<file path="config.mk">
export PLATFORM = sky130hd
export DESIGN_NAME = osm_cell
export DESIGN_NICKNAME = d
export VERILOG_FILES = /design/src/sv/osm_pkg.sv /design/src/sv/osm_cell.sv
export SDC_FILE = /design/constraint.sdc
export NUM_CORES = 1
export LEC_CHECK = 0
export ABC_AREA = 1
export BUFFER_PORTS_ARGS = -buffer_cell sky130_fd_sc_hd__buf_2
export CAP_MARGIN = 20
export CORE_ASPECT_RATIO = 0.6
export CORE_MARGIN = 5
export CORE_UTILIZATION = 47
export CTS_BUF_LIST = sky130_fd_sc_hd__clkbuf_16
export CTS_CLUSTER_DIAMETER = 200
export DETAILED_ROUTE_END_ITERATION = 12
export GPL_TIMING_DRIVEN = 1
export PLACE_DENSITY = 0.91
export SETUP_SLACK_MARGIN = 0.5
export SYNTH_ARGS = -nofsm -noshare
export SYNTH_HDL_FRONTEND = slang
export SYNTH_SLANG_ARGS = --single-unit
</file>
<file path="constraint.sdc">
create_clock -name aclk -period 2.8 [get_ports aclk]
set_input_delay 0.28 -clock aclk [delete_from_list [all_inputs] [get_ports aclk]]
set_output_delay 0.28 -clock aclk [all_outputs]
set_load 0.005 [all_outputs]
</file>
<file path="src/sv/osm_pkg.sv">
// Package for the order statistic multiset: types, widths and codes.
package osm_pkg;

    // Store geometry.
    localparam int CAPACITY = 64;
    localparam int IDX_W    = $clog2(CAPACITY);
    localparam int CNT_W    = $clog2(CAPACITY + 1);
    localparam int POS_W    = 7;
    localparam int WIDE_W   = (CNT_W > POS_W) ? CNT_W : POS_W;
    localparam int VAL_W    = 32;

    // Flipping the sign bit makes unsigned order equal signed order.
    localparam logic [VAL_W-1:0] SIGN_FLIP = {1'b1, {(VAL_W-1){1'b0}}};

    // Operation codes.
    localparam logic [1:0] OP_INSERT = 2'd0;
    localparam logic [1:0] OP_ERASE  = 2'd1;
    localparam logic [1:0] OP_KTH    = 2'd2;
    localparam logic [1:0] OP_RANK   = 2'd3;

    // Status codes.
    localparam logic [1:0] STAT_OK     = 2'd0;
    localparam logic [1:0] STAT_FULL   = 2'd1;
    localparam logic [1:0] STAT_ABSENT = 2'd2;
    localparam logic [1:0] STAT_RANGE  = 2'd3;

    typedef struct packed {
        logic [1:0]              operation;
        logic signed [VAL_W-1:0] value;
        logic [POS_W-1:0]        position;
    } req_t;

    typedef struct packed {
        logic [1:0]              status;
        logic signed [VAL_W-1:0] kth_value;
        logic [POS_W-1:0]        count_below;
        logic [POS_W-1:0]        count_at_or_below;
        logic [POS_W-1:0]        occupancy;
    } rsp_t;

    // Command broadcast to every cell.
    typedef struct packed {
        logic             eval;
        logic             ins;
        logic             del;
        logic [VAL_W-1:0] key;
        logic [IDX_W-1:0] sel;
    } cell_cmd_t;

    // What a cell shows to its neighbors and to the top level.
    typedef struct packed {
        logic [VAL_W-1:0] val;
        logic             valid;
        logic             le;
        logic             lt;
        logic [VAL_W-1:0] kpart;
    } cell_state_t;

    typedef enum logic {
        ST_IDLE,
        ST_EVAL
    } state_t;

endpackage

</file>
<file path="src/sv/osm_cell.sv">
// One cell of the sorted chain: holds one entry and its compare flags.
module osm_cell (
    input  logic                aclk,
    input  logic                aresetn,
    input  osm_pkg::cell_cmd_t  cmd,
    input  logic [osm_pkg::IDX_W-1:0] cell_idx,
    input  osm_pkg::cell_state_t left,
    input  osm_pkg::cell_state_t right,
    output osm_pkg::cell_state_t state
);
    import osm_pkg::*;

    logic [VAL_W-1:0] val_reg, val_next;
    logic             valid_reg, valid_next;
    logic             le_reg, le_next;
    logic             lt_reg, lt_next;
    logic [VAL_W-1:0] kpart_reg, kpart_next;

    // Compare against the request key, then shift on insert or erase.
    always_comb begin
        val_next   = val_reg;
        valid_next = valid_reg;
        le_next    = le_reg;
        lt_next    = lt_reg;
        kpart_next = kpart_reg;
        if (cmd.eval) begin
            le_next    = valid_reg && (val_reg <= cmd.key);
            lt_next    = valid_reg && (val_reg < cmd.key);
            kpart_next = (valid_reg && (cell_idx == cmd.sel)) ? val_reg : '0;
        end else if (cmd.ins) begin
            // Entries above the key move one place up; the first of them takes the key.
            if (!le_reg) begin
                val_next   = left.le ? cmd.key : left.val;
                valid_next = valid_reg | left.valid;
            end
        end else if (cmd.del) begin
            // Entries at or above the erased one move one place down.
            if (!lt_reg) begin
                val_next   = right.val;
                valid_next = right.valid;
            end
        end
    end

    // Entry data needs no reset; valid and flags do.
    always_ff @(posedge aclk) begin
        val_reg   <= val_next;
        kpart_reg <= kpart_next;
        if (!aresetn) begin
            valid_reg <= 1'b0;
            le_reg    <= 1'b0;
            lt_reg    <= 1'b0;
        end else begin
            valid_reg <= valid_next;
            le_reg    <= le_next;
            lt_reg    <= lt_next;
        end
    end

    always_comb begin
        state.val   = val_reg;
        state.valid = valid_reg;
        state.le    = le_reg;
        state.lt    = lt_reg;
        state.kpart = kpart_reg;
    end

endmodule
</file>
==> reports/metrics.sh <==
POSTSYNTH.ASYNCRESETSHARE_PCT=0
P_LEAK_nW=2.68
FP.DIEW_UM=129
CRITICAL_PATH_ARRIVAL_NS=1.81
DIE_H_UM=81.6
OVERALL_TRACK_DEMAND_OVER_CAPACITY_IN_GLOBAL_ROUTING_PCT=22.0
FIN_SKEW_NS=0.00626
CTS.HOLD.BUFFERS_ADDED=0
DETAIL_ROUTE.WL_PER_CELL_UM=15.3
TIMING.FINAL.MAX_SLEW_VIOLATIONS=0
ROUTABILITYCONGESTION=0.822
OVERFLOW=0
FMAX_GHz=0.599
DESIGN_AREA_UM2=5260
INITIAL_DETAILED_ROUTING_VIOLATION_COUNT=189
P_CLK_SHARE_PCT=37.7
SLEW_HEADROOM_PCT=48.1
AREA_GROWTH_PCT=31.0
TOTAL_OF_FLIP_FLOPS_PLUS_LATCHES_AFTER_SYNTHESIS=67
BUFFER_PORTS.INSERTED=182
ANTENNA-DIODE-COUNT=0
UNREPAIRED_SETUP_ENDPOINTS_AFTER_GLOBAL_ROUTING='no'
YOSYSSEQAREASHARE_PCT=49.4
POST-ROUTE-DRC-COUNT=0
COMBPWRFRAC_PCT=16.4
POWER.SWITCHING_mW=0.689
POST_ROUTE_CELLS_DRIVE_ABOVE_1_SHARE_PCT=37.2
DESIGN_POWER_TOTAL_mW=2.63
NNETSFINAL=845
DP_HPWL_UM=9020
DOMINANTREGCELLSYNTH='sky130_fd_sc_hd__edfxtp_1'
CLK_LATENCY_NS=0.32
CAP_VIOLATIONS=0
NUM_VIAS=3671
YOSYSUNIQUECELLTYPES=27
FLOORPLAN.CORE_AREA_UM2=8430
CTS_TREE='yes'
FINAL_COMMON_CELL='sky130_fd_sc_hd__buf_2'
FIRST_GLOBAL_VIAS=3818
KIND_OF_START_POINT_OF_THE_CRITICAL_PATH='flop'
FINALSETUPTNS_NS=0
POST_SYNTH.CELL_AREA_AVG_UM2=8.90
WORSTSETUPPATHTYPE='flop to flop'
SEQ_POWER_SHARE_PCT=46.0
POSTSYNTHCELLCOUNT=451
CLKTRANSATPATHREGS_NS=0.06
BOUNDARYPINS=250
FINAL_LAYOUT_FILL_CELL_COUNT=705
GRT_PASS1_WL_UM=17900
NUMCTSBUFFERS=9
MAX-CLOCK-PATH-BUFFERS=2
VDD_DROP_MAX_mV=0.364
TIMING.FINAL.CRIT_PERIOD_NS=1.67
MOST-COMMON-LAYOUT-CELLS='sky130_fd_sc_hd__buf_2, sky130_fd_sc_hd__inv_1, sky130_fd_sc_hd__nand2_1, sky130_fd_sc_hd__edfxtp_1, sky130_fd_sc_hd__o21ai_0'
POST-CTS-SETUP-BUFFER-COUNT=0
NETSWITCHINGFRACTION_PCT=26.2
TRITONCTS_SINKS=67
PERIOD_SHARE_PCT=59.6
DRT_FIRST_PASS_ITERS=6
CTSRESIZECOUNT=0
DRTANTENNAVIOLNETS=0
TIMING.FINAL.HOLD_VIOLATIONS=0
STATUS='finished, final reports clean'
GRT_MAX_DEGREE=35
SYNTH_WARNINGS=0
CRIT_FANOUT=32
SYNTH_FP_NETS=666
POST_DRT_VIA_CELL_RATIO=4.91
ENDPOINT_KIND='flop'
P_INT_mW=1.94
POWER_DENSITY_nW_PER_UM2=499
SYNTH.CELL_AREA_UM2=4020
SETUP_VIOLATIONS=0
CLOCKROOTBUFFER='sky130_fd_sc_hd__clkbuf_16'
UTILIZATION_PCT=62.4
WORST_PIN_SLEW_NS=0.778
DIE-AREA_UM2=10600
DPL-INSTANCE-AREA_UM2=5000
STD_CELL_ROWS=26
NUMBER_OF_FLOPS_MAPPED_TO_ENABLE_CELLS_BY_YOSYS=64
WORSTPATHREQUIRED_NS=2.94
FINALWIRELENGTH_UM=11500
HTREE_NUM_LEVELS=3
HP-CLASS='input port to flop'
GRT_ANTENNA_BEFORE_REPAIR=0
STARTING_DENSITY_PCT=47.7
[cell usage after synthesis (4+ instances only)]
cell type | count | area [um^2]
sky130_fd_sc_hd__inv_1 | 76 | 285
sky130_fd_sc_hd__o21ai_1 | 4 | 20.0
sky130_fd_sc_hd__edfxtp_1 | 64 | 1920
sky130_fd_sc_hd__nor2_2 | 29 | 181
sky130_fd_sc_hd__nor2_1 | 51 | 191
sky130_fd_sc_hd__ha_1 | 32 | 400
sky130_fd_sc_hd__buf_6 | 4 | 45.0
sky130_fd_sc_hd__o21ai_0 | 63 | 315
sky130_fd_sc_hd__a21oi_1 | 15 | 75.1
sky130_fd_sc_hd__xor2_1 | 5 | 43.8
sky130_fd_sc_hd__nand2_1 | 74 | 278
sky130_fd_sc_hd__clkbuf_1 | 12 | 45.0
[routing by layer]
metal  track usage, %  up-vias  wire length (um)
met2             37.0      195              5430
met4             7.34        0               148
met3             7.08       15              1190
li1                 -     1824                 -
met5                0        -                 0
met1             27.1     1637              4700
[power groups by stage]
stage	clock [mW]	sequential, mW	combinational [mW]
5_1_grt	1.05	1.21	0.491
4_1_cts	1.01	1.21	0.432
2_1_floorplan	0	1.22	0.210
3_5_place_dp	0	1.23	0.428
3_3_place_gp	0	1.22	0.410
6_report	0.989	1.21	0.429
[kinds of logic (layout without fill, tap and decap cells)]
kind of cell / count (synthesis) / after routing / synth area share (%)
buf+inv: 96 / 280 / 10.1
simple gates: 163 / 163 / 18.0
fa+ha+maj: 32 / 32 / 9.97
xor+xnor: 5 / 5 / 1.09
flops: 67 / 67 / 49.4
compound gates: 88 / 88 / 11.5
[path summary, 6_finish.rpt]
path | end | cells after the start | startpoint | slack (ns)
worst max-delay path | kpart_reg[10]$_SDFFCE_PN0P_ | 2 | valid_reg$_SDFFE_PN0P_ | 1.13
worst min-delay path | val_reg[22]$_DFFE_PP_ | 3 | right[57] | 0.24
worst max register to register | kpart_reg[10]$_SDFFCE_PN0P_ | 2 | valid_reg$_SDFFE_PN0P_ | 1.13
worst min register to register | lt_reg$_SDFFE_PN0P_ | 2 | lt_reg$_SDFFE_PN0P_ | 0.50
[metrics by stage]
stage	setup WS, ns	std cells	hold WS [ns]
finish	1.13	747	0.241
global route	1.01	747	0.234
CTS	1.12	747	0.229
detailed placement	0.848	731	0.488
global placement	0.914	731	0.479
floorplan	0.855	451	0.392
[cell type report]
type | instances | area, um^2 | area share (%)
multi-input combinational | 288 | 1640 | 31.1
tap | 112 | 140 | 2.66
sequential | 67 | 1980 | 37.7
inverter | 77 | 292 | 5.54
clock inverter | 7 | 36.3 | 0.690
clock buffer | 9 | 225 | 4.28
timing repair buffer | 187 | 948 | 18.0
[worst max-delay path, stage by stage (launching register included)]
cell and delay [ns]:
sky130_fd_sc_hd__dfxtp_1 0.50, sky130_fd_sc_hd__nand4_4 0.65, sky130_fd_sc_hd__nor2_1 0.32
Note: power is estimated with default switching activity, not from simulation.
